==> config.mk <==
export PLATFORM = sky130hd
export DESIGN_NAME = msh_div_cell
export DESIGN_NICKNAME = d
export VERILOG_FILES = /design/src/rtl/core/msh_pkg.sv /design/src/rtl/core/msh_div_cell.sv
export SDC_FILE = /design/constraint.sdc
export NUM_CORES = 1
export LEC_CHECK = 0
export ABC_CLOCK_PERIOD_IN_PS = 8900
export BUFFER_PORTS_ARGS = -buffer_cell sky130_fd_sc_hd__buf_2
export CORE_AREA = 2 2 561 563
export DETAILED_ROUTE_END_ITERATION = 6
export DIE_AREA = 0 0 563 565
export HOLD_SLACK_MARGIN = 0.15
export SLEW_MARGIN = 0
export SYNTH_ARGS = -nofsm -noshare
export SYNTH_HDL_FRONTEND = slang
export SYNTH_SLANG_ARGS = --single-unit
export TNS_END_PERCENT = 1
==> constraint.sdc <==
create_clock -name clk -period 8.9 [get_ports clk]
set_input_delay 0 -clock clk [delete_from_list [all_inputs] [get_ports clk]]
set_output_delay 0 -clock clk [all_outputs]
set_load 0.02 [all_outputs]
==> src/rtl/core/msh_pkg.sv <==
// ----------------------------------------------------------------------------
// Msh diverging interpolator package
// Shared constants, register indexes, CORDIC angle table and the word record
// that travels down the pipeline.
// ----------------------------------------------------------------------------
package msh_pkg;

  localparam int CORDIC_ITERATIONS = 16;
  localparam int SQRT_STEPS        = 16;
  localparam int DIV_STEPS         = 16;

  localparam logic [14:0]        S_THR       = 15'd410;
  localparam logic signed [17:0] PI_3        = 18'sd8579;
  localparam logic signed [17:0] PI_Q        = 18'sd25736;
  localparam logic signed [17:0] TWO_PI      = 18'sd51472;
  localparam logic signed [17:0] TWO_TWO_PI  = 18'sd102944;
  localparam logic [14:0]        PI_2        = 15'd12868;
  localparam logic [15:0]        MID_FLOOR   = 16'd22528;
  localparam logic [16:0]        M_MARGIN    = 17'd26;
  localparam logic [16:0]        ONE_Q15     = 17'd32768;
  localparam logic signed [33:0] CORDIC_GAIN = 34'sd652032874;

  localparam logic [2:0] REG_FIRST_MAGNITUDE   = 3'd0;
  localparam logic [2:0] REG_FIRST_SATURATION  = 3'd1;
  localparam logic [2:0] REG_FIRST_HUE         = 3'd2;
  localparam logic [2:0] REG_SECOND_MAGNITUDE  = 3'd3;
  localparam logic [2:0] REG_SECOND_SATURATION = 3'd4;
  localparam logic [2:0] REG_SECOND_HUE        = 3'd5;

  typedef enum logic [1:0] {
    ADJ_NONE,
    ADJ_FIRST,
    ADJ_SECOND
  } adj_t;

  typedef struct packed {
    logic [15:0]        m1;
    logic [14:0]        s1;
    logic signed [17:0] h1;
    logic [15:0]        m2;
    logic [14:0]        s2;
    logic signed [17:0] h2;
    logic [15:0]        r;
    adj_t               sel;
    logic [15:0]        ms;
    logic [14:0]        ss;
    logic signed [15:0] hs;
    logic [15:0]        mu;
    logic               near;
    logic [31:0]        sq_rem;
    logic [31:0]        sq_res;
    logic signed [33:0] cx;
    logic signed [33:0] cy;
    logic signed [33:0] cz;
    logic [45:0]        num;
    logic signed [33:0] den;
    logic [31:0]        dabs;
    logic               dneg;
    logic               dzero;
    logic               dovf;
    logic [46:0]        rem;
    logic [15:0]        quo;
    logic [31:0]        pm1;
    logic [31:0]        pm2;
    logic [31:0]        ps1;
    logic [31:0]        ps2;
    logic signed [35:0] ph1;
    logic signed [35:0] ph2;
  } item_t;

  function automatic logic signed [33:0] atan_at(input logic [4:0] i);
    logic signed [33:0] v;
    case (i)
      5'd0:  v = 34'sd843314857;
      5'd1:  v = 34'sd497837829;
      5'd2:  v = 34'sd263043837;
      5'd3:  v = 34'sd133525159;
      5'd4:  v = 34'sd67021687;
      5'd5:  v = 34'sd33543516;
      5'd6:  v = 34'sd16775851;
      5'd7:  v = 34'sd8388437;
      5'd8:  v = 34'sd4194283;
      5'd9:  v = 34'sd2097149;
      5'd10: v = 34'sd1048576;
      5'd11: v = 34'sd524288;
      5'd12: v = 34'sd262144;
      5'd13: v = 34'sd131072;
      5'd14: v = 34'sd65536;
      5'd15: v = 34'sd32768;
      5'd16: v = 34'sd16384;
      5'd17: v = 34'sd8192;
      5'd18: v = 34'sd4096;
      5'd19: v = 34'sd2048;
      5'd20: v = 34'sd1024;
      5'd21: v = 34'sd512;
      5'd22: v = 34'sd256;
      5'd23: v = 34'sd128;
      default: v = 34'sd0;
    endcase
    return v;
  endfunction

endpackage

==> src/rtl/core/msh_div_cell.sv <==
// ----------------------------------------------------------------------------
// Divider cell
// One quotient bit of a restoring division per cell.
// ----------------------------------------------------------------------------
module msh_div_cell (
  input  logic            clk,
  input  logic            rst,
  input  logic            adv,
  input  logic [3:0]      sh,
  input  logic            in_valid,
  input  msh_pkg::item_t  din,
  output logic            out_valid,
  output msh_pkg::item_t  dout
);

  logic [47:0]    dsh;
  msh_pkg::item_t nxt;

  always_comb begin
    dsh = {16'd0, din.dabs} << sh;
    nxt = din;
    if ({1'b0, din.rem} >= dsh) begin
      nxt.rem     = din.rem - dsh[46:0];
      nxt.quo[sh] = 1'b1;
    end
  end

  always_ff @(posedge clk) begin
    if (rst) begin
      out_valid <= 1'b0;
    end else if (adv) begin
      out_valid <= in_valid;
    end
    if (adv) begin
      dout <= nxt;
    end
  end

endmodule

# Yosys cells after proc, flatten, opt, wreduce, memory -nomap -nowiden
# Cells that the tools add are included.
# totals
mem_bits_rw	0
rom_bits	0
latch_bits	0
in_bits	732
wordCells	43
out_inout_bits	725
mem_count	0
register_bits	725
# classes
add_sub_neg	1
n_mul	0
n_lt_le_gt_ge	3
n_reduce_logical	1
eq_ne	0
n_div	0
mux	3
n_shift	1
n_bitwise	1
# op_table
cell	count
$mux W63	1
$ge A47 B48 Y1	1
$shl A32 B4 Y48	1
$sub A47 B47 Y47	1
$or A16 B16 Y16	1
$lt A4 B5 Y1 const B	1
$demux W1 S4	1
$ge A4 B1 Y1 const B	1
$logic_and A1 B1 Y1	1
$mux W1	1

# Longest topological paths before layout
# logic_depth
depth_word	6
ltp_mapped	21
mapped_depth_nobuf	17

# Least setup slack after synthesis
# OpenSTA, ideal clock, no wires.
# synth_path
path_kind	input-to-reg
startpoint	in sh[0]
endpoint	reg dout[260] (netlist name) (data pin)
required_ns	8.645
t_arrival_ns	3.482
cell_stages	17
path_buffers	3
setup_ns	0.255
setup_slack_ns	5.163
path_cell_list	clkbuf_1 > clkbuf_1 > clkbuf_1 > a211oi_1 > a21oi_1 > mux2i_1 > or2_2 > ha_1 > o21a_1 > o21a_1 > o211ai_1 > nand3_2 > a31o_1 > a221o_1 > a21oi_2 > mux2i_1 > nor2_1
# synth_rtl
item	line_no	rtl
start, declared	msh_div_cell.sv:9	input logic [3:0] sh,
end signal, assigned	msh_div_cell.sv:35	dout <= nxt;
end, declared	msh_div_cell.sv:13	output msh_pkg::item_t dout

==> summary.txt <==
Outcome
  • Status: finished, final reports clean

Timing
  • Fmax achieved: 181 MHz
  • Pins over their slew limit: 0
  • Final Critical Period: 5.52 ns
  • Fin worst setup slack: 3.38 ns
  • Worst-Margin Slew: 1.09 ns
  • RSZ-0062 raised after global routing: false
  • # setup viols final: 0
  • Setup tns final: 0 ns
  • Slew headroom: 27.4%
  • Worst Skew: 0 ns
  • Period utilization: 62.1%
  • Final Hold Fails: 0

Yosys
  • Ys async rst share: 0%
  • Sequential-to-total area share from yosys stat: 81.4%
  • Area contributors post-synth: edfxtp_1, ha_1, a21oi_1, mux4_2, nand2_1
  • Top cell type's share of synthesized area: 81.4%
  • FF+latch count, synth: 725
  • Syn_area_per_cell: 18.3 sq um
  • Syn nets: 2243
  • Synth Instances: 1463
  • Yosys cell types: 65
  • Synth warnings: 0
  • Synth area leader: edfxtp_1
  • Number of flops mapped to enable cells by yosys: 724
  • Top_reg_cell synth: edfxtp_1
  • Synth Cell Area: 0.0267 sq mm

Place
  • HPWL Detailed: 223000 um
  • Port buffer count: 1456
  • Routability cong.: 1.00
  • Placed Area: 0.0391 sq mm
  • Dpl ws: 2.92 ns
  • Post-Place Cells: 7015

Final layout
  • Share of layout cells above drive strength 1: 37.6%
  • Area grow syn2layout: 113%
  • Final #Nets: 5173
  • Non-Filler Instances: 8653
  • Final instance area: 0.0568 sq mm

Worst setup path
  • Crit path launch: sh[0]
  • Worst-path fanout max: 41
  • Crit-path cells: buf_2 -> mux4_2 -> mux2i_1 -> nor2_1 -> a31oi_1 -> ha_1 -> nand4_2 -> nor3_1 -> nand4_1 -> nand4_1 -> a211oi_1 -> o21ai_4 -> buf_4 -> and3_1 -> a31o_1 -> dlygate4sd3_1
  • Crit Path Category: in2reg
  • Reg2reg start: out_valid$_SDFFE_PP0P_
  • Critical Path Source Type: primary input
  • Worst Path Required: 9.50 ns
  • Slowest Stage Delay on Critical Path: 0.83 ns
  • Top cell by count, worst path: nand4_1
  • CP max-delay cell: o21ai_4
  • Setup crit end kind: flip-flop
  • R2R depth: 3
  • CP Data Arrival Time: 6.12 ns

Route
  • Vias per cell: 3.12
  • Routed Antenna Nets: 0
  • DRC: 0
  • 1st-iter DRT viols: 2200
  • Drt total wl: 265000 um
  • DR vias: 27000
  • Wire length per cell: 30.6 um
  • Drt pass-1 iters: 5

Power and ir drop
  • PwrDens: 196 mW/mm^2
  • Peak VDD IR: 0.146 mV
  • Leak: 0.0225 uW

Floorplanning
  • Die ar.: 0.318 sq mm
  • Top Ports: 1457
  • Die span in x: 563 um
  • Core Area: 0.311 sq mm
  • Initial core utilization: 8.58%
  • # rows: 205
  • Chip Height: 565 um

Clocking
  • CTS H-tree lvls: 3
  • Resized cells post-CTS: 0
  • TritonCTS Buffers: 100
  • Root Buffer Master: clkbuf_16
  • CTS tree: built
  • Clock transition at path regs: 0.06 ns
  • Cts hold-fix bufs: 1416
  • CTS max path bufs: 4
  • Clock Sinks: 725
  • Post CTS Setup Buffer Count: 0
  • Clock Latency Late Sink: 0.81 ns

Global route
  • Number of global-route vias before repair: 28000
  • Initial antenna violation count: 150
  • Congestion Overflow GR: 0
  • Largest net degree at the start of global routing: 141
  • Global Route Usage Sum: 15.8%
  • First-pass GRT wire length: 319000 um

Worst hold path
  • Worst min path class: in2reg
  • Worst Hold Depth: 2
  • HP Start: din[266]

Run
  • Max Cap Viol: 0
==> per-layer routing <==
layer / part of all wire [%] / wire (um) / GRT usage, %
met5: 0.046 / 121 / 0
met4: 3.0 / 7840 / 4.29
met3: 13 / 34400 / 8.56
met2: 45 / 119000 / 25.5
met1: 39 / 103000 / 18.1
==> power by group <==
| group | switching (uW) | internal [uW] |
|---|---|---|
| registers | 215 | 4110 |
| logic | 1530 | 923 |
| clock network | 1760 | 2580 |
| total | 3510 | 7610 |
==> worst paths after layout <==
check,to,slack (ns)
max reg2reg,out_valid$_SDFFE_PP0P_,7.78
max,dout[214]$_DFFE_PP_,3.38
min,dout[266]$_DFFE_PP_,0.26
min reg2reg,out_valid$_SDFFE_PP0P_,1.03
==> placed cells by master (no fill, tap or decap), types with 8 or more instances in the layout <==
cell type      count
a21oi_1           97
nand2b_1           8
clkinvlp_4        11
clkinv_2          17
mux2i_1           32
a31oi_1            9
o21a_1             8
nand4_1           22
clkbuf_1          15
dlygate4sd3_1   1416
edfxtp_1         724
clkinv_1           9
bufinv_16         17
diode_2           40
clkbuf_16        101
buf_2           1455
nor2_1            78
mux4_2            16
o21ai_0           47
nand3_1           13
mux2_2            17
a21o_1            31
xor2_1            14
inv_1             15
nand2_1           92
ha_1              47
nor3_1             9
xnor2_1           29
==> stage by stage <==
step / total power (uW) / hold slack (ns) / util, %
CTS: 11300 / 0.218 / 18.2
floorplan: 5030 / 0.0724 / -
detailed placement: 6310 / 0.164 / 12.6
finish: 11100 / 0.263 / 18.2
global route: 11500 / 0.241 / 18.2
global placement: 6340 / 0.158 / 12.6
==> cell families after synthesis <==
family / count (synthesis) / synth area share, %
flip-flops: 725 / 81.4
AO/OA/AOI/OAI: 256 / 6.13
AND/OR/NAND/NOR: 255 / 4.36
buffers and inverters: 71 / 1.11
multiplexers: 65 / 3.26
adder cells (fa/ha/maj): 48 / 2.28
XOR/XNOR: 43 / 1.41
==> flip-flops by register name, summed over array words and instances, names as in the netlist <==
| register | flops |
|---|---|
| out_valid | 1 |
| dout | 724 |
==> worst max-delay path, delay by kind of cell <==
| family | cells | cell delay [ns] |
|---|---|---|
| buf+inv | 3 | 1.85 |
| simple gates | 6 | 1.50 |
| compound gates | 4 | 1.50 |
| mux | 2 | 0.89 |
| fa+ha+maj | 1 | 0.34 |
==> area by class of cell <==
type                    count  area, sq um
fillers                 33900       255000
flip-flops and latches    725        21800
multi-input cells         667         4670
clock buffers             116         2580
inverters                  16         60.1
clock inverters            66          846
well taps                4140         5180
diodes                     40          100
repair buffers           2883        21600
==> synthesized netlist by cell type (4+ instances only) <==
cell type  count
a31oi_1        9
o21ai_0       47
nand3_1       13
o21a_1         8
nor3_1         9
xnor2_1       29
buf_2         23
nor2_1        78
or2_2          4
ha_1          47
buf_1          7
nand4_1       22
o21ai_1        8
clkbuf_1      24
mux2_2        17
inv_1         15
and2_1         4
a22oi_1        4
nor2b_1        8
nand2_1       92
o21bai_1       7
mux4_2        16
nand2b_1       8
mux2i_1       32
a21oi_1       97
edfxtp_1     724
and3_1         7
xor2_1        14
a21o_1        31
o211ai_1       7
a211oi_1       4
No activity file was read; power rests on OpenSTA's default activity.
