[src/rtl/core/msh_pkg.sv]
// ----------------------------------------------------------------------------
// Msh diverging interpolator package
// Shared constants, register indexes, CORDIC angle table and the word record
// that travels down the pipeline.
// ----------------------------------------------------------------------------
package msh_pkg;

  localparam int CORDIC_ITERATIONS = 16;
  localparam int SQRT_STEPS        = 16;
  localparam int DIV_STEPS         = 16;

  localparam logic [14:0]        S_THR       = 15'd410;
  localparam logic signed [17:0] PI_3        = 18'sd8579;
  localparam logic signed [17:0] PI_Q        = 18'sd25736;
  localparam logic signed [17:0] TWO_PI      = 18'sd51472;
  localparam logic signed [17:0] TWO_TWO_PI  = 18'sd102944;
  localparam logic [14:0]        PI_2        = 15'd12868;
  localparam logic [15:0]        MID_FLOOR   = 16'd22528;
  localparam logic [16:0]        M_MARGIN    = 17'd26;
  localparam logic [16:0]        ONE_Q15     = 17'd32768;
  localparam logic signed [33:0] CORDIC_GAIN = 34'sd652032874;

  localparam logic [2:0] REG_FIRST_MAGNITUDE   = 3'd0;
  localparam logic [2:0] REG_FIRST_SATURATION  = 3'd1;
  localparam logic [2:0] REG_FIRST_HUE         = 3'd2;
  localparam logic [2:0] REG_SECOND_MAGNITUDE  = 3'd3;
  localparam logic [2:0] REG_SECOND_SATURATION = 3'd4;
  localparam logic [2:0] REG_SECOND_HUE        = 3'd5;

  typedef enum logic [1:0] {
    ADJ_NONE,
    ADJ_FIRST,
    ADJ_SECOND
  } adj_t;

  typedef struct packed {
    logic [15:0]        m1;
    logic [14:0]        s1;
    logic signed [17:0] h1;
    logic [15:0]        m2;
    logic [14:0]        s2;
    logic signed [17:0] h2;
    logic [15:0]        r;
    adj_t               sel;
    logic [15:0]        ms;
    logic [14:0]        ss;
    logic signed [15:0] hs;
    logic [15:0]        mu;
    logic               near;
    logic [31:0]        sq_rem;
    logic [31:0]        sq_res;
    logic signed [33:0] cx;
    logic signed [33:0] cy;
    logic signed [33:0] cz;
    logic [45:0]        num;
    logic signed [33:0] den;
    logic [31:0]        dabs;
    logic               dneg;
    logic               dzero;
    logic               dovf;
    logic [46:0]        rem;
    logic [15:0]        quo;
    logic [31:0]        pm1;
    logic [31:0]        pm2;
    logic [31:0]        ps1;
    logic [31:0]        ps2;
    logic signed [35:0] ph1;
    logic signed [35:0] ph2;
  } item_t;

  function automatic logic signed [33:0] atan_at(input logic [4:0] i);
    logic signed [33:0] v;
    case (i)
      5'd0:  v = 34'sd843314857;
      5'd1:  v = 34'sd497837829;
      5'd2:  v = 34'sd263043837;
      5'd3:  v = 34'sd133525159;
      5'd4:  v = 34'sd67021687;
      5'd5:  v = 34'sd33543516;
      5'd6:  v = 34'sd16775851;
      5'd7:  v = 34'sd8388437;
      5'd8:  v = 34'sd4194283;
      5'd9:  v = 34'sd2097149;
      5'd10: v = 34'sd1048576;
      5'd11: v = 34'sd524288;
      5'd12: v = 34'sd262144;
      5'd13: v = 34'sd131072;
      5'd14: v = 34'sd65536;
      5'd15: v = 34'sd32768;
      5'd16: v = 34'sd16384;
      5'd17: v = 34'sd8192;
      5'd18: v = 34'sd4096;
      5'd19: v = 34'sd2048;
      5'd20: v = 34'sd1024;
      5'd21: v = 34'sd512;
      5'd22: v = 34'sd256;
      5'd23: v = 34'sd128;
      default: v = 34'sd0;
    endcase
    return v;
  endfunction

endpackage

[src/rtl/core/msh_sqrt_cell.sv]
// ----------------------------------------------------------------------------
// Square root cell
// One digit of a restoring integer square root per cell.
// ----------------------------------------------------------------------------
module msh_sqrt_cell (
  input  logic            clk,
  input  logic            rst,
  input  logic            adv,
  input  logic [3:0]      idx,
  input  logic            in_valid,
  input  msh_pkg::item_t  din,
  output logic            out_valid,
  output msh_pkg::item_t  dout
);

  logic [32:0]    bitv;
  logic [32:0]    trial;
  msh_pkg::item_t nxt;

  always_comb begin
    bitv  = 33'd1 << (6'd30 - {1'b0, idx, 1'b0});
    trial = {1'b0, din.sq_res} + bitv;
    nxt   = din;
    if ({1'b0, din.sq_rem} >= trial) begin
      nxt.sq_rem = din.sq_rem - trial[31:0];
      nxt.sq_res = (din.sq_res >> 1) + bitv[31:0];
    end else begin
      nxt.sq_res = din.sq_res >> 1;
    end
  end

  always_ff @(posedge clk) begin
    if (rst) begin
      out_valid <= 1'b0;
    end else if (adv) begin
      out_valid <= in_valid;
    end
    if (adv) begin
      dout <= nxt;
    end
  end

endmodule

[config.mk]
export PLATFORM = sky130hd
export DESIGN_NAME = msh_sqrt_cell
export DESIGN_NICKNAME = d
export VERILOG_FILES = /design/src/rtl/core/msh_pkg.sv /design/src/rtl/core/msh_sqrt_cell.sv
export SDC_FILE = /design/constraint.sdc
export NUM_CORES = 1
export LEC_CHECK = 0
export BUFFER_PORTS_ARGS = -buffer_cell sky130_fd_sc_hd__buf_4
export CORE_AREA = 2 2 573 575
export DETAILED_ROUTE_END_ITERATION = 16
export DIE_AREA = 0 0 575 577
export HOLD_SLACK_MARGIN = 0.1
export SLEW_MARGIN = 40
export SYNTH_ARGS = -nofsm -noshare
export SYNTH_HDL_FRONTEND = slang
export SYNTH_SLANG_ARGS = --single-unit
[constraint.sdc]
create_clock -name clk -period 4.1 [get_ports clk]
set_input_delay 0 -clock clk [delete_from_list [all_inputs] [get_ports clk]]
set_output_delay 0 -clock clk [all_outputs]
set_load 0.05 [all_outputs]
# Word-level counts from Yosys, hierarchy flattened
# Index checks and enable logic that the tools add are counted.
[word_totals]
out_inout_bits = 725
reg_bits = 725
[op_classes]
addsub = 4
order_cmp = 1
mux = 2
shifts = 1
[op_table]
columns = ["op", "count"]
rows = [
  ["$add 32x33->33", 1],
  ["$ge 32x33->1", 1],
  ["$shl 1x6->33 const A", 1],
  ["$add 31x32->32", 1],
  ["$mux 32", 1],
  ["$sub 32x32->32", 1],
  ["$mux 31", 1],
  ["$sub 5x5->6 const A", 1],
]

# Logic depth before layout (Yosys ltp)
# Gate-level depths: netlist (run 1).
[depth]
depth_word = 5
mapped_depth = 25
mapped_depth_nobuf = 22

# Worst setup path before layout (run 1)
# No wires, ideal clock.
[synth_path]
kind = "input port to flip-flop"
startpoint = "input idx[0]"
endpoint = "register dout[480] in the netlist's numbering (data pin)"
slack_ps = -265
stages = 20
setup_time_ps = 260
arrival_time_ps = 4105
t_required_ps = 3840
cell_sequence = "nand2b_1 nor2_1 ha_1 a21oi_1 o31ai_4 a211oi_2 or3b_2 and3_1 o21ai_0 xor2_1 ha_1 a21o_1 a21o_1 a21oi_1 nor2_1 a31oi_1 a21oi_1 o211ai_4 buf_6 mux2_2"
[synth_lines]
columns = ["element", "line_no", "rtl"]
rows = [
  ["start: declaration", "msh_sqrt_cell.sv:9", "input logic [3:0] idx,"],
  ["end signal: assignment", "msh_sqrt_cell.sv:39", "dout <= nxt;"],
  ["end: declaration", "msh_sqrt_cell.sv:13", "output msh_pkg::item_t dout"],
]

==> results of run 1 <==
## per-layer routing
metal	vias to the layer above	routed length [um]	global-route usage	share of wire
met4	20	9604	0.04693	0.037
li1	11820	-	-	-
met5	-	347	0.004735	0.0013
met3	401	30460	0.07818	0.12
met2	1470	117200	0.2412	0.45
met1	13370	103700	0.1732	0.40
## flip-flops by register name (all words and copies together), names as in the netlist
signal / flops
dout: 724
out_valid: 1
## cell type report
type                    count  area, um^2  area share
repair buffers           3064       26730      0.4329
multi-input cells         636        4422     0.07161
clock buffers             107        2486     0.04026
inverters                  15       56.30   0.0009118
diodes                     37       92.59    0.001499
well taps                4346        5438     0.08806
flip-flops and latches    725       21760      0.3524
clock inverters            68       762.0     0.01234
## through the flow
step	utilization	power, mW
detailed placement	0.1354	15.33
floorplan	-	11.96
global placement	0.1353	15.34
global route	0.1894	26.36
CTS	0.1887	25.83
finish	0.1895	25.46
## cell usage in the layout, fill, tap and decap left out, types with 12 or more instances in the layout
master | synthesis | routed
dlygate4sd3_1 | 0 | 1412
inv_1 | 15 | 15
o21ai_0 | 57 | 53
nand2_1 | 88 | 87
nor3_1 | 19 | 17
nand2b_1 | 18 | 17
clkinv_2 | 0 | 17
a21o_1 | 18 | 18
ha_1 | 66 | 64
a21oi_1 | 37 | 32
buf_4 | 1 | 1635
nor2b_1 | 12 | 12
clkinv_1 | 0 | 13
nor2_1 | 66 | 65
bufinv_16 | 0 | 13
clkbuf_16 | 0 | 99
diode_2 | 0 | 37
nand3_1 | 19 | 19
xnor2_1 | 38 | 38
o21bai_1 | 12 | 12
edfxtp_1 | 724 | 724
a31oi_1 | 29 | 27
xor2_1 | 46 | 46
## report_power, final
group          internal [mW]  switching (mW)
clock network           5.22            3.88
logic                   2.56            4.51
registers               8.89           0.396
total                   16.7            8.79
## final timing paths
check | startpoint | to | slack, ns | depth (start not counted)
setup / recovery | din[498] | dout[542] | 0.12 | 23
setup reg to reg | out_valid | out_valid | 2.96 | 3
hold reg to reg | out_valid | out_valid | 1.06 | 3
hold / removal | din[584] | dout[584] | 0.15 | 2
## cells by family after synthesis
kind of cell | count (synthesis) | share of synthesized area
compound gates | 216 | 0.05404
flops | 725 | 0.8287
simple gates | 260 | 0.04608
mux | 9 | 0.003765
buf+inv | 36 | 0.007147
xor+xnor | 84 | 0.02802
fa+ha+maj | 67 | 0.03221
## worst max-delay path, delay by kind of cell
kind / cells / cell delay (ns)
compound gates: 9 / 1.62
xor+xnor: 1 / 0.13
fa+ha+maj: 2 / 0.63
buf+inv: 8 / 1.80
simple gates: 3 / 0.33
## repair_timing
action | 4_1_cts | 5_1_grt
hold buffers | 1412 | 1
gates resized for setup | 0 | 18
buffers inserted | 0 | 7
setup endpoints to repair | 0 | 62
endpoints found under the hold margin | 1305 | 1
==> results.txt, run 1 <==
run status: finished, final reports clean
Req. time, crit path: 4.63 ns
drt total wl: 261300 um
die area: 331800 um^2
max incr delay on CP: 0.67 ns
Clock Latency Late Sink: 0.84 ns
Tmin final: 3.982 ns
Worst path most repeated cell: buf_4
Num Clock Sinks: 725
Synth top cells by count: 724 x edfxtp_1, 88 x nand2_1, 66 x ha_1, 66 x nor2_1, 57 x o21ai_0
worst-margin pin slew: 0.8189 ns
synthesis-stage register bit count: 725
leakage: 24.46 nW
Bufs on Longest Clock Path: 4
Hold Fails Final Rpt: 0
Die Wd: 575 um
Syn Std Cell Area: 26260 um^2
area post-placement: 44100 um^2
effective utilization at floorplan: 0.08059
worst setup margin: 0.1177 ns
top-level I/O count: 1457
Layout area overhead: 135.2%
pin count of the biggest net entering global routing: 102
htree depth: 3
Critical Path Source Type: primary input
critical path data arrival time: 4.51 ns
grt ovf: 0
global router's overall resource usage: 0.1509
final instance area: 61750 um^2
DRT iter0 DRCs: 1704
gp weighted congestion: 0.9746
pre-CTS setup slack: -0.7555 ns
Post-Synthesis Cells: 1397
total CTS buffers: 98
core area: 325800 um^2
drt via density: 3.009
ys async rst share: 0
Post-Place Cells: 7365
CP Capture Type: register
VDD IR-drop max: 0.3014 mV
DRC: 0
fin cells: 8998
top_reg_cell synth: edfxtp_1
DRT Pass-1 Iters: 5
max frequency: 0.2511 GHz
most frequent cell after synthesis: edfxtp_1
post-detailed-route wirelength per cell: 29.04 um
nets@finish: 5339
CTS root buf: clkbuf_16
final slew viol count: 0
Final period util: 0.9713
worst path cell trace: dlygate4sd3_1, buf_4, ha_1, a21o_1, a31oi_1, nand2b_1, a21oi_2, buf_4, a311oi_2, buf_4, nor2b_1, xnor2_1, ha_1, buf_4, o21ai_0, a21boi_0, o21ai_1, nand3_1, o211ai_4, buf_4, buf_6, buf_12, o31a_1
Final Setup Violations: 0
share of the synthesized area in the top cell type: 0.8280
first-pass GRT wire length: 319100 um
EDFF count, synth: 724
min-delay worst type: primary input to register
CTS tree: yes
Via Count: 27070
TNS Setup: 0 ns
post-synth cell types: 65
skew final: 0 ns
Routed Antenna Nets: 0
total nets after synthesis: 2196
PD cells: 412.4 nW/um^2
Seq/Total Area, Yosys: 0.8287
initial antenna violation count: 109
yosys warns: 0
# port buffers: 1456
hpwl dp: 219700 um
CP max FO: 29
Filler Cells Inserted: 35250
Die Y: 577 um
area leader, netlist: edfxtp_1
ranking of synthesized cells by area: edfxtp_1 83%, ha_1 3.1%, xor2_1 1.5%
Avg Inst Size Synth: 18.80 um^2
layout cells sized above 1: 0.4009
number of global-route vias before repair: 28430
Setup CP Type: primary input to register
Rows: 210
max capacitance violation total: 0
CTS clk-pin slew, worst paths: 0.06 ns
Slowest cell on crit path: dlygate4sd3_1
minimum hold slack: 0.1541 ns
Slew HR: 0.4541
Power figures use the tool's default switching activity.
==> inputs of run 2 (changes only) <==
==> constraint.sdc (replaced) <==
create_clock -name clk -period 4.2 [get_ports clk]
set_input_delay 0 -clock clk [delete_from_list [all_inputs] [get_ports clk]]
set_output_delay 0 -clock clk [all_outputs]
set_load 0.05 [all_outputs]
==> run 2 against run 1 <==
  * Clock skew stayed put
  * Register-to-register slack improved by 0.09 ns
  * Critical path depth down 2
  * Sequential share of layout area down 0.31 points
  * Routed wire length fell by 0.85%
  * Total power down 1.5%
  * Worst hold slack worse by 0.065 ns
  * Via count increased by 0.10%
  * Clock power hardly changed
  * First-iteration DRC count down 4.5%
  * Critical path type unchanged
  * Largest power group is now the clock network
  * Highest routed layer unchanged
==> results.txt, run 2 (synthesis gave the netlist of run 1 again) <==
sum of buffers and inverters on the critical path: 4
worst setup margin: 0.2079 ns
hpwl dp: 217900 um
area post-placement: 44180 um^2
post-detailed-route wirelength per cell: 28.69 um
leakage: 24.69 nW
switching share of total power: 0.3422
global router's overall resource usage: 0.1494
uppermost layer routed: met5
WHS Path Cells: 5
post-layout util: 0.1912
FF-to-FF End: out_valid
Top Registers: dout x724, out_valid x1
pin count of the biggest net entering global routing: 105
Post-Route M1 WL: 103300 um
worst r2r src: out_valid
Die Wd: 575 um
total CTS buffers: 102
cell family with most CP delay: compound AO/OA/AOI/OAI gates
Critical Path Source Type: primary input
Setup CP Type: primary input to register
effective utilization at floorplan: 0.08059
CTS tree: yes
drt total wl: 259100 um
run status: finished, final reports clean
drt via density: 3.002
CTS root buf: clkbuf_16
Bufs on Longest Clock Path: 4
pre-CTS setup slack: -0.6252 ns
DRT iter0 DRCs: 1627
initial antenna violation count: 118
Layout area overhead: 137.2%
Biggest register: dout
Hold Fails Final Rpt: 0
CP Capture Type: register
CP max FO: 6
Slowest cell on crit path: dlygate4sd3_1
r2r worst-path depth: 3
met2 WL: 119400 um
max frequency: 0.2505 GHz
VDD IR-drop max: 0.3346 mV
DRT Pass-1 Iters: 5
CTS clk-pin slew, worst paths: 0.06 ns
nets@finish: 5376
min-delay worst type: primary input to register
Clock Latency Late Sink: 0.84 ns
PD cells: 402.6 nW/um^2
hold worst-path end: dout[494]
internal reg-to-reg setup slack: 3.05 ns
grt ovf: 0
top-level I/O count: 1457
die area: 331800 um^2
worst path cell trace: dlygate4sd3_1, buf_4, a31oi_4, o31ai_4, a211oi_2, or3b_4, and3_1, o21ai_2, xor2_1, ha_1, a21o_1, a21o_1, a21oi_2, nor2_1, a31oi_1, a21oi_2, o211ai_4, clkbuf_16, nand2_1, dlygate4sd3_1, o21ai_0
Rows: 210
htree depth: 3
final instance area: 62290 um^2
internal power: 16.50 mW
Final Setup Violations: 0
Slew HR: 0.5607
max incr delay on CP: 0.55 ns
Psw: 8.581 mW
number of global-route vias before repair: 28480
final slew viol count: 0
Gate power share: 0.275
Tmin final: 3.992 ns
DRC: 0
Final period util: 0.9505
skew final: 0 ns
metal3 WL: 29110 um
Flop pwr share: 0.362
critical path data arrival time: 4.63 ns
Req. time, crit path: 4.84 ns
gp weighted congestion: 0.9540
# port buffers: 1456
Die Y: 577 um
first-pass GRT wire length: 316400 um
most frequent cells in the layout: 1662 x buf_4, 1417 x dlygate4sd3_1, 724 x edfxtp_1
max capacitance violation total: 0
Num Clock Sinks: 725
TNS Setup: 0 ns
Routed Antenna Nets: 0
layout cells sized above 1: 0.4081
clock share of power: 0.363
minimum hold slack: 0.08950 ns
Largest register FFs: 724
worst-margin pin slew: 0.6590 ns
worst hold start: din[495]
most common cell after layout, fill and taps aside: buf_4
CP Launch Point: din[485]
Via Count: 27100
core area: 325800 um^2
## run 2: per-layer routing
metal	global-route usage	vias to the layer above
met5	0.005882	-
met4	0.03356	14
met3	0.07151	390
met2	0.2462	1476
met1	0.1737	13350
li1	-	11870
## run 2: power by group through the flow
stage                     sequential (mW)  combinational [mW]  clock (mW)
after global placement               9.22                5.74           0
final                                9.07                6.90        9.11
after detailed placement             9.19                5.75           0
after floorplan                      11.1               0.543           0
after CTS                            9.08                6.92        9.47
after global routing                 9.12                7.22        9.65
## run 2: how the worst max path moves through the flow
stage,cells after the start,slack [ns],end
3_5_place_dp,21,-0.63,dout[481]
4_1_cts,23,0.01,dout[525]
2_1_floorplan,20,0.02,dout[480]
5_1_grt,23,-0.06,dout[515]
3_3_place_gp,21,-0.58,dout[481]
6_report,21,0.21,dout[526]
## run 2: area by class of cell
| class | instances | area, um^2 |
|---|---|---|
| Clock inverter | 63 | 759.5 |
| Tap cell | 4346 | 5438 |
| Antenna cell | 24 | 60.06 |
| Multi-Input combinational cell | 636 | 4594 |
| Clock buffer | 122 | 2648 |
| Fill cell | 35230 | 263500 |
| Inverter | 15 | 56.30 |
| Sequential cell | 725 | 21760 |
| Timing Repair Buffer | 3097 | 26980 |
## run 2: worst register-to-register path: stages, from the launching register on
cell and delay, ns:
dfxtp_1 0.32, mux2i_1 0.13, nor2_1 0.05, dlygate4sd3_1 0.54
## run 2: timing repair
item | in CTS | in global routing
setup endpoints to repair | 0 | 50
hold buffers | 1418 | 4
gates resized for setup | 0 | 57
buffers inserted | 0 | 12
endpoints found under the hold margin | 1318 | 4
## run 2: metrics by stage
stage	total power, mW	instances
after floorplan	11.67	1397
after global routing	25.99	9018
after detailed placement	14.94	7383
after CTS	25.47	8986
after global placement	14.96	7382
final	25.08	9028
