--- src/rtl/core/msh_pkg.sv ---
// ----------------------------------------------------------------------------
// Msh diverging interpolator package
// Shared constants, register indexes, CORDIC angle table and the word record
// that travels down the pipeline.
// ----------------------------------------------------------------------------
package msh_pkg;

  localparam int CORDIC_ITERATIONS = 16;
  localparam int SQRT_STEPS        = 16;
  localparam int DIV_STEPS         = 16;

  localparam logic [14:0]        S_THR       = 15'd410;
  localparam logic signed [17:0] PI_3        = 18'sd8579;
  localparam logic signed [17:0] PI_Q        = 18'sd25736;
  localparam logic signed [17:0] TWO_PI      = 18'sd51472;
  localparam logic signed [17:0] TWO_TWO_PI  = 18'sd102944;
  localparam logic [14:0]        PI_2        = 15'd12868;
  localparam logic [15:0]        MID_FLOOR   = 16'd22528;
  localparam logic [16:0]        M_MARGIN    = 17'd26;
  localparam logic [16:0]        ONE_Q15     = 17'd32768;
  localparam logic signed [33:0] CORDIC_GAIN = 34'sd652032874;

  localparam logic [2:0] REG_FIRST_MAGNITUDE   = 3'd0;
  localparam logic [2:0] REG_FIRST_SATURATION  = 3'd1;
  localparam logic [2:0] REG_FIRST_HUE         = 3'd2;
  localparam logic [2:0] REG_SECOND_MAGNITUDE  = 3'd3;
  localparam logic [2:0] REG_SECOND_SATURATION = 3'd4;
  localparam logic [2:0] REG_SECOND_HUE        = 3'd5;

  typedef enum logic [1:0] {
    ADJ_NONE,
    ADJ_FIRST,
    ADJ_SECOND
  } adj_t;

  typedef struct packed {
    logic [15:0]        m1;
    logic [14:0]        s1;
    logic signed [17:0] h1;
    logic [15:0]        m2;
    logic [14:0]        s2;
    logic signed [17:0] h2;
    logic [15:0]        r;
    adj_t               sel;
    logic [15:0]        ms;
    logic [14:0]        ss;
    logic signed [15:0] hs;
    logic [15:0]        mu;
    logic               near;
    logic [31:0]        sq_rem;
    logic [31:0]        sq_res;
    logic signed [33:0] cx;
    logic signed [33:0] cy;
    logic signed [33:0] cz;
    logic [45:0]        num;
    logic signed [33:0] den;
    logic [31:0]        dabs;
    logic               dneg;
    logic               dzero;
    logic               dovf;
    logic [46:0]        rem;
    logic [15:0]        quo;
    logic [31:0]        pm1;
    logic [31:0]        pm2;
    logic [31:0]        ps1;
    logic [31:0]        ps2;
    logic signed [35:0] ph1;
    logic signed [35:0] ph2;
  } item_t;

  function automatic logic signed [33:0] atan_at(input logic [4:0] i);
    logic signed [33:0] v;
    case (i)
      5'd0:  v = 34'sd843314857;
      5'd1:  v = 34'sd497837829;
      5'd2:  v = 34'sd263043837;
      5'd3:  v = 34'sd133525159;
      5'd4:  v = 34'sd67021687;
      5'd5:  v = 34'sd33543516;
      5'd6:  v = 34'sd16775851;
      5'd7:  v = 34'sd8388437;
      5'd8:  v = 34'sd4194283;
      5'd9:  v = 34'sd2097149;
      5'd10: v = 34'sd1048576;
      5'd11: v = 34'sd524288;
      5'd12: v = 34'sd262144;
      5'd13: v = 34'sd131072;
      5'd14: v = 34'sd65536;
      5'd15: v = 34'sd32768;
      5'd16: v = 34'sd16384;
      5'd17: v = 34'sd8192;
      5'd18: v = 34'sd4096;
      5'd19: v = 34'sd2048;
      5'd20: v = 34'sd1024;
      5'd21: v = 34'sd512;
      5'd22: v = 34'sd256;
      5'd23: v = 34'sd128;
      default: v = 34'sd0;
    endcase
    return v;
  endfunction

endpackage

--- src/rtl/core/msh_cordic_cell.sv ---
// ----------------------------------------------------------------------------
// CORDIC rotation cell
// One micro-rotation of the sine CORDIC per cell.
// ----------------------------------------------------------------------------
module msh_cordic_cell (
  input  logic            clk,
  input  logic            rst,
  input  logic            adv,
  input  logic [4:0]      idx,
  input  logic            in_valid,
  input  msh_pkg::item_t  din,
  output logic            out_valid,
  output msh_pkg::item_t  dout
);

  logic signed [33:0] x;
  logic signed [33:0] y;
  logic signed [33:0] xs;
  logic signed [33:0] ys;
  logic signed [33:0] at;
  msh_pkg::item_t     nxt;

  always_comb begin
    x   = din.cx;
    y   = din.cy;
    xs  = x >>> idx;
    ys  = y >>> idx;
    at  = msh_pkg::atan_at(idx);
    nxt = din;
    if (!din.cz[33]) begin
      nxt.cx = x - ys;
      nxt.cy = y + xs;
      nxt.cz = din.cz - at;
    end else begin
      nxt.cx = x + ys;
      nxt.cy = y - xs;
      nxt.cz = din.cz + at;
    end
  end

  always_ff @(posedge clk) begin
    if (rst) begin
      out_valid <= 1'b0;
    end else if (adv) begin
      out_valid <= in_valid;
    end
    if (adv) begin
      dout <= nxt;
    end
  end

endmodule

--- config.mk ---
export PLATFORM = sky130hd
export DESIGN_NAME = msh_cordic_cell
export DESIGN_NICKNAME = d
export VERILOG_FILES = /design/src/rtl/core/msh_pkg.sv /design/src/rtl/core/msh_cordic_cell.sv
export SDC_FILE = /design/constraint.sdc
export NUM_CORES = 1
export LEC_CHECK = 0
export ABC_AREA = 1
export BUFFER_PORTS_ARGS = -buffer_cell sky130_fd_sc_hd__buf_2
export CAP_MARGIN = 0
export CORE_AREA = 2 2 568 570
export DETAILED_ROUTE_END_ITERATION = 10
export DIE_AREA = 0 0 570 572
export PLACE_DENSITY = 0.3
export SYNTH_ARGS = -nofsm -noshare
export SYNTH_HDL_FRONTEND = slang
export SYNTH_SLANG_ARGS = --single-unit
--- constraint.sdc ---
create_clock -name clk -period 4.8 [get_ports clk]
set_clock_uncertainty 0.15 [all_clocks]
set_input_delay 0.96 -clock clk [delete_from_list [all_inputs] [get_ports clk]]
set_output_delay 0.96 -clock clk [all_outputs]
set_load 0.02 [all_outputs]
=== After elaboration in Yosys (flattened, before gate mapping) ===
Memories as Yosys holds them, arrays and structs flattened.
Cells that the tools add are included.

* Add/sub/neg operators: 6
* Shift operators: 2
* Multiplexer cells: 1

{| class="wikitable"
|+ Operators with widths
! cell !! count
|-
| $add 34x34->34 || 3
|-
| $mux 102 || 1
|-
| $sub 34x34->34 || 3
|-
| $sshr 34x5->34 || 2
|}

* Register bits: 725
* Memory bits (read-only): 960
* Bits of input ports: 733
* Output and inout bits: 725
* Word-level logic and storage cells: 43
* Memories kept: 1

{| class="wikitable"
|+ Memory list
! memory !! words !! bits a word !! rd ports !! clocked after Yosys merged registers in !! wr ports !! RTL line !! source
|-
| (name not given) || 32 || 30 || 1 || 0 || 0 || msh_pkg.sv:73 || <nowiki>case (i)</nowiki>
|}

=== Depth between registers and ports, before layout ===
Gate-level depths: netlist of run 1.

* Word-level depth: 3
* Depth in mapped cells: 38
* Gate-level depth less buffers: 36

=== Worst setup path before layout of run 1 ===
Ideal clock, no wire load.

* Path type: in2reg
* From: input idx[1]
* To: register dout[470] in the netlist's numbering, data pin
* Data arrival time: 4.315 ns
* Setup slack: 0.070 ns
* Cell stages on the path: 27
* Cells stage by stage: buf_4 -> clkinv_2 -> nor2_1 -> nand2_1 -> nand2_1 -> inv_1 -> nand2_1 -> nand2_1 -> nand2_1 -> inv_1 -> nand2_1 -> inv_1 -> ha_1 -> nand2_1 -> o21ai_0 -> fa_1 -> nand3_1 -> nand2_1 -> a21oi_1 -> o21ai_0 -> a21boi_0 -> inv_1 -> nand2_1 -> nand2_1 -> a21boi_0 -> o21ai_0 -> xor2_1

{| class="wikitable"
|+ RTL lines
! item !! RTL line !! source
|-
| from (decl) || msh_cordic_cell.sv:9 || <nowiki>input logic [4:0] idx,</nowiki>
|-
| to (signal assigned) || msh_cordic_cell.sv:48 || <nowiki>dout <= nxt;</nowiki>
|-
| to (decl) || msh_cordic_cell.sv:13 || <nowiki>output msh_pkg::item_t dout</nowiki>
|}

==> results_dict.tcl, run 1 <==
set metrics [dict create \
    cp_common_cell "buf_4" \
    cts-root-buf "clkbuf_16" \
    wl_per_cell_um 34.3 \
    grt-ovfl-total 0 \
    h-tree-depth 3 \
    power.share.combinational 0.297 \
    drt_iter0_drc 2595 \
    syn_inst 3026 \
    ys.flop_type "edfxtp_1" \
    finalHoldViolCount 0 \
    final_min_period_over_clock_period 0.954 \
    clockBufferDepth 4 \
    ff_latch_area_sq_um 21800 \
    status "complete, no violations" \
    p_int_uw 15000 \
    p_sw_uw 7920 \
    clockPowerShare 0.347 \
    start_util 0.106 \
    cp.depth 27 \
    timing.hold.ws_ns 0.139 \
    die_w_um 570 \
    cp_max_fo 20 \
    coreArea_sq_um 320000 \
    critPathSlowestCell "ha_1" \
    worstSetupStartpointType "input pin" \
    grt_pass1_vias 33700 \
    crit_family "simple AND/OR/NAND/NOR gates" \
    report.final.slew_viol_count 0 \
    nNetsFinal 6179 \
    worstSkewPairLatency_ns 0.82 \
    max_freq_ghz 0.218 \
    peakVddDrop_v 0.000294 \
    die-area_sq_um 326000 \
    core.rowCount 208 \
    numCtsBuffers 102 \
    hp-class "in2reg" \
    critPathKind "in2reg" \
    nFillCells 35900 \
    yosys_warnings 0 \
    async_reset_ff_frac 0 \
    io_pins 1458 \
    grt_util_all_layers 0.194 \
    cts_tree "yes" \
    synth_edf_count 724 \
    grt_first_pass_wirelength_um 400000 \
    rr_worst_depth 2 \
    synthesis.nets 3872 \
    endpoint_kind "flip-flop" \
    drt-total-wl_um 331000 \
    final_layout_size_suffix_gt1_frac 0.491 \
    worst_pin_slew_ns 1.26 \
    maxCapViolations 0 \
    final_core_util 0.177 \
    grt_max_degree 80 \
    arrival_ns 5.00 \
    switching_share 0.346 \
    route.detailed.drc 0 \
    p_per_area_nw_per_um2 404 \
    antenna_found_initial 262 \
    gp_congestion 0.914 \
    dp_hpwl_um 293000 \
    ys_seq_area_frac 0.641 \
    synth.distinct_cells 56 \
    avgSynthCellArea_sq_um 11.2 \
    areaGrowthSynthToFinish_pct 66.9 \
    ys_seq_elements 725 \
    clock_sinks 725 \
    whs_path_depth 2 \
    vias 34200 \
    clk_pin_slew_ns 0.06 \
    multi_input_comb_area_sq_um 11400 \
    path_buf_inv 10 \
    p_leak_uw 0.0252 \
    grt_setup_unrepaired "true" \
    synthesis.area_sq_um 33900 \
    setup_viol 0 \
    seqPwrFrac 0.356 \
    drt-pass1-iter-count 5 \
    vias_per_cell 3.54 \
    portBuffers 1457 \
    final.min_clock_period_ns 4.58 \
    die_h_um 572 \
    relSlewSlack 0.157 \
    required_ns 5.22 \
    hold_buffers 0 \
    ant_nets 0 \
    critPathMaxStageDelay_ns 0.36 \
]
repair_timing:
item                                    4_1_cts  5_1_grt
setup buffers                                 1       12
endpoints found under the setup margin       10       49
resized for setup                            11      152
cloned                                        0        3
pin swaps                                     4       38
state kept, by name, summed over array words and instances (netlist names):
signal / count
dout: 724
out_valid: 1
cells in the final DEF, fill, tap and decap left out, types with 7 or more instances in the layout:
master         n
o21ai_1       16
clkinvlp_4     7
nor2_4        13
nand2_1      760
a21oi_2       29
inv_1        200
nand3_1      345
inv_2         13
o21ai_2        7
ha_1         105
buf_4        798
clkinv_1      17
xor2_2        13
a21oi_1      108
nor2_2        33
nor2_1       157
nand3_2       26
clkinv_2      20
xor2_1        99
buf_2       1453
xnor2_1       51
clkbuf_1      15
edfxtp_1     724
clkbuf_16    107
diode_2       53
o21ai_0       55
a21o_1        10
nand2_2       37
bufinv_16     14
nor3_1        13
a31oi_1       21
nand3b_1       7
nand2_4        7
nand4_1       24
buf_12        21
metal layers:
layer,share of wire,vias up,wire length (um),GRT usage
met2,0.47,1583,154000,0.324
li1,-,15300,-,-
met3,0.11,480,37000,0.0915
met5,0.0016,-,544,0
met1,0.40,16800,131000,0.227
met4,0.025,84,8350,0.0371
Yosys cell counts, drive strengths merged (26+ instances only):
master  count  share of area
a21oi     140          0.021
a31oi      26         0.0048
buf        59          0.012
edfxtp    724           0.64
ha        110          0.041
inv       216          0.024
nand2     804          0.092
nand3     372          0.057
nor2      203          0.026
o21ai      81          0.013
xnor2      54          0.014
xor2      112          0.029
kinds of logic after synthesis:
kind of cell	synth area share
compound gates	0.0495
xor+xnor	0.0429
fa+ha+maj	0.0423
buf+inv	0.0382
flops	0.641
mux	0.000295
simple gates	0.185
metrics by stage:
stage	setup TNS (ns)	cells	cell area (sq um)	setup WS, ns	total power [uW]
after floorplan	0	3026	33900	0.0696	10700
after global placement	-46.82	9413	52300	-1.07	15100
after detailed placement	-43.80	9413	52300	-1.03	15000
after CTS	-0.00410	9597	55700	-0.00410	23200
after global routing	-0.0876	9624	56500	-0.0179	24000
final	0	9665	56600	0.220	22900
area by class of cell:
class,count,area share
tap,4200,0.0928
antenna,53,0.00234
multi-input combinational,2005,0.202
inverter,218,0.0147
sequential,725,0.384
clock inverter,64,0.0123
timing repair buffer,2281,0.244
clock buffer,119,0.0470
final timing paths:
check                               from                      to  slack (ns)
hold / removal                       rst  out_valid$_SDFFE_PP0P_        0.14
setup reg to reg  out_valid$_SDFFE_PP0P_  out_valid$_SDFFE_PP0P_        4.05
hold reg to reg   out_valid$_SDFFE_PP0P_  out_valid$_SDFFE_PP0P_        0.35
setup / recovery                  idx[2]     dout[439]$_DFFE_PP_        0.22
power by group through the flow:
stage	Sequential (uW)	Combinational (uW)	Clock (uW)
2_1_floorplan	8990	1750	0
3_3_place_gp	8290	6810	0
3_5_place_dp	8260	6740	0
4_1_cts	8180	6800	8240
5_1_grt	8220	7310	8440
6_report	8150	6800	7940
Note: power is estimated with default switching activity, not from simulation.
==> run 2: changes to the inputs <==
--- a/config.mk
+++ b/config.mk
@@ -12,6 +12,7 @@
 export DETAILED_ROUTE_END_ITERATION = 10
 export DIE_AREA = 0 0 570 572
 export PLACE_DENSITY = 0.3
+export REMOVE_ABC_BUFFERS = 1
 export SYNTH_ARGS = -nofsm -noshare
 export SYNTH_HDL_FRONTEND = slang
 export SYNTH_SLANG_ARGS = --single-unit
==> run 2 against run 1 <==
  * Via count grew 1.2%
  * Largest cell class unchanged
  * Final area up 0.74%
  * Sequential cell count stayed put
  * Combinational power increased by 2%
  * Critical path depth rose by 1
  * Clock-buffer cell count rose by 3
  * Die area is the same
  * Largest power group unchanged
==> results_dict.tcl, run 2 (same netlist as run 1, synthesis figures left out) <==
set metrics [dict create \
    clock_sinks 725 \
    dp_hpwl_um 289000 \
    drt-pass1-iter-count 6 \
    vias 34600 \
    multi_input_comb_area_sq_um 11500 \
    numCtsBuffers 106 \
    final_min_period_over_clock_period 0.966 \
    arrival_ns 5.06 \
    final_cell_mix "buf_2 (1453), buf_4 (825), nand2_1 (755), edfxtp_1 (724), nand3_1 (332)" \
    worst_pin_slew_ns 0.938 \
    areaGrowthSynthToFinish_pct 68.1 \
    maxCapViolations 0 \
    clk_pin_slew_ns 0.06 \
    die_h_um 572 \
    peakVddDrop_v 0.000302 \
    cts-root-buf "clkbuf_16" \
    top_usage_layer "met2" \
    die_w_um 570 \
    gr-usage-met3 0.0882 \
    wl_per_cell_um 33.5 \
    worstSetupStartpointType "input pin" \
    grt_first_pass_wirelength_um 394000 \
    hp-class "in2reg" \
    core.rowCount 208 \
    nFillCells 35800 \
    placed_cell_area_sq_um 52400 \
    finalHoldViolCount 0 \
    p_per_area_nw_per_um2 408 \
    drt-total-wl_um 325000 \
    relSlewSlack 0.375 \
    nNetsFinal 6208 \
    fin_area_sq_um 57000 \
    status "complete, no violations" \
    portBuffers 1457 \
    route.detailed.drc 0 \
    grt_util_all_layers 0.191 \
    antenna_found_initial 299 \
    h-tree-depth 3 \
    grt_max_degree 83 \
    coreArea_sq_um 320000 \
    regMostFlops "dout" \
    cts_tree "yes" \
    grt_use_met1 0.219 \
    seqPwrFrac 0.352 \
    gp_congestion 0.887 \
    grt_setup_unrepaired "true" \
    ant_nets 0 \
    report.final.slew_viol_count 0 \
    max_freq_ghz 0.216 \
    io_pins 1458 \
    reg.largest.list "dout: 724 flops, out_valid: 1 flops" \
    die-area_sq_um 326000 \
    p_leak_uw 0.0253 \
    worstSkewPairLatency_ns 0.77 \
    final.min_clock_period_ns 4.64 \
    endpoint_kind "flip-flop" \
    drt_iter0_drc 2562 \
    critPathKind "in2reg" \
    clockBufferDepth 4 \
    vias_per_cell 3.56 \
    largest_register_ffs 724 \
    p_sw_uw 8180 \
    final_layout_size_suffix_gt1_frac 0.498 \
    ff_latch_area_sq_um 21800 \
    finalPower_uw 23200 \
    setup_viol 0 \
    power.share.combinational 0.298 \
    start_util 0.106 \
    switching_share 0.352 \
    grt_pass1_vias 34100 \
    final_common_cell "buf_2" \
    p_int_uw 15100 \
    grtUsageMet2 0.319 \
    grt-ovfl-total 0 \
    clockPowerShare 0.350 \
    required_ns 5.22 \
    cp_max_fo 24 \
]
run 2: cell count changes in the layout (fill, tap and decap cells not counted), sizes merged:
cell and delta:
bufinv -2, diode +22, buf +29, inv -2
clkinv +5, clkinvlp +2, clkbuf -1
run 2: area by class of cell:
type                    count  area share
clock buffers             122      0.0479
flip-flops and latches    725       0.382
clock inverters            67      0.0123
repair buffers           2306       0.246
multi-input cells        2005       0.202
well taps                4200      0.0922
inverters                 218      0.0145
diodes                     75     0.00329
run 2: layer usage:
layer  part of all wire  routed length (um)  up-vias
met5             0.0019                 609        -
met4              0.030                9650       92
met3               0.11               36200      556
met2               0.47              153000     1616
met1               0.39              126000    17000
li1                   -                   -    15400
run 2: worst paths after layout:
kind                                        startpoint                     end  slack [ns]  depth (start not counted)
worst max-delay path                            idx[0]     dout[439]$_DFFE_PP_        0.16                         28
worst min register to register  out_valid$_SDFFE_PP0P_  out_valid$_SDFFE_PP0P_        0.36                          2
worst max register to register  out_valid$_SDFFE_PP0P_  out_valid$_SDFFE_PP0P_        4.06                          2
worst min-delay path                          din[114]     dout[114]$_DFFE_PP_        0.12                          1
run 2: power groups by stage:
| stage | clock, uW | sequential, uW | combinational (uW) |
|---|---|---|---|
| global route | 8610 | 8250 | 7440 |
| floorplan | 0 | 8990 | 1690 |
| finish | 8130 | 8190 | 6920 |
| CTS | 8450 | 8220 | 6930 |
| global placement | 0 | 8350 | 6920 |
| detailed placement | 0 | 8320 | 6870 |
run 2: per-stage QoR:
step	std cells	util	setup TNS, ns	hold slack, ns	worst slack (ns)
after floorplan	2948	-	-6.72	0.429	-0.531
after global placement	9424	0.164	-52.32	0.322	-1.28
after detailed placement	9424	0.164	-49.12	0.370	-1.23
after CTS	9617	0.175	0	0.0380	0.00524
after global routing	9660	0.178	-0.135	0.0693	-0.0306
final	9718	0.178	0	0.125	0.162
run 2: timing repair:
action	CTS	global route
resized for setup	17	174
hold endpoints to repair	0	0
setup endpoints to repair	16	50
hold buffers	0	0
pin swaps	5	41
setup buffers	4	25
gates cloned	0	1
run 2: worst max-delay path, stage by stage:
cell and delay (ns):
buf_4 0.17, inv_4 0.06, buf_12 0.15, buf_12 0.16
nand2_2 0.07, buf_4 0.11, nand3_2 0.11, nand3_1 0.14
nand3_1 0.11, nand3_1 0.22, nand2_2 0.13, nor2_2 0.16
nand2_2 0.10, nor2_4 0.17, a21oi_2 0.10, buf_4 0.14
xnor2_1 0.12, ha_1 0.34, nand2_1 0.09, nor2_2 0.17
nand2_2 0.09, buf_4 0.15, nor3_4 0.17, nor2_2 0.08
o21ai_2 0.15, a21o_1 0.18, a21oi_1 0.10, xnor2_1 0.29
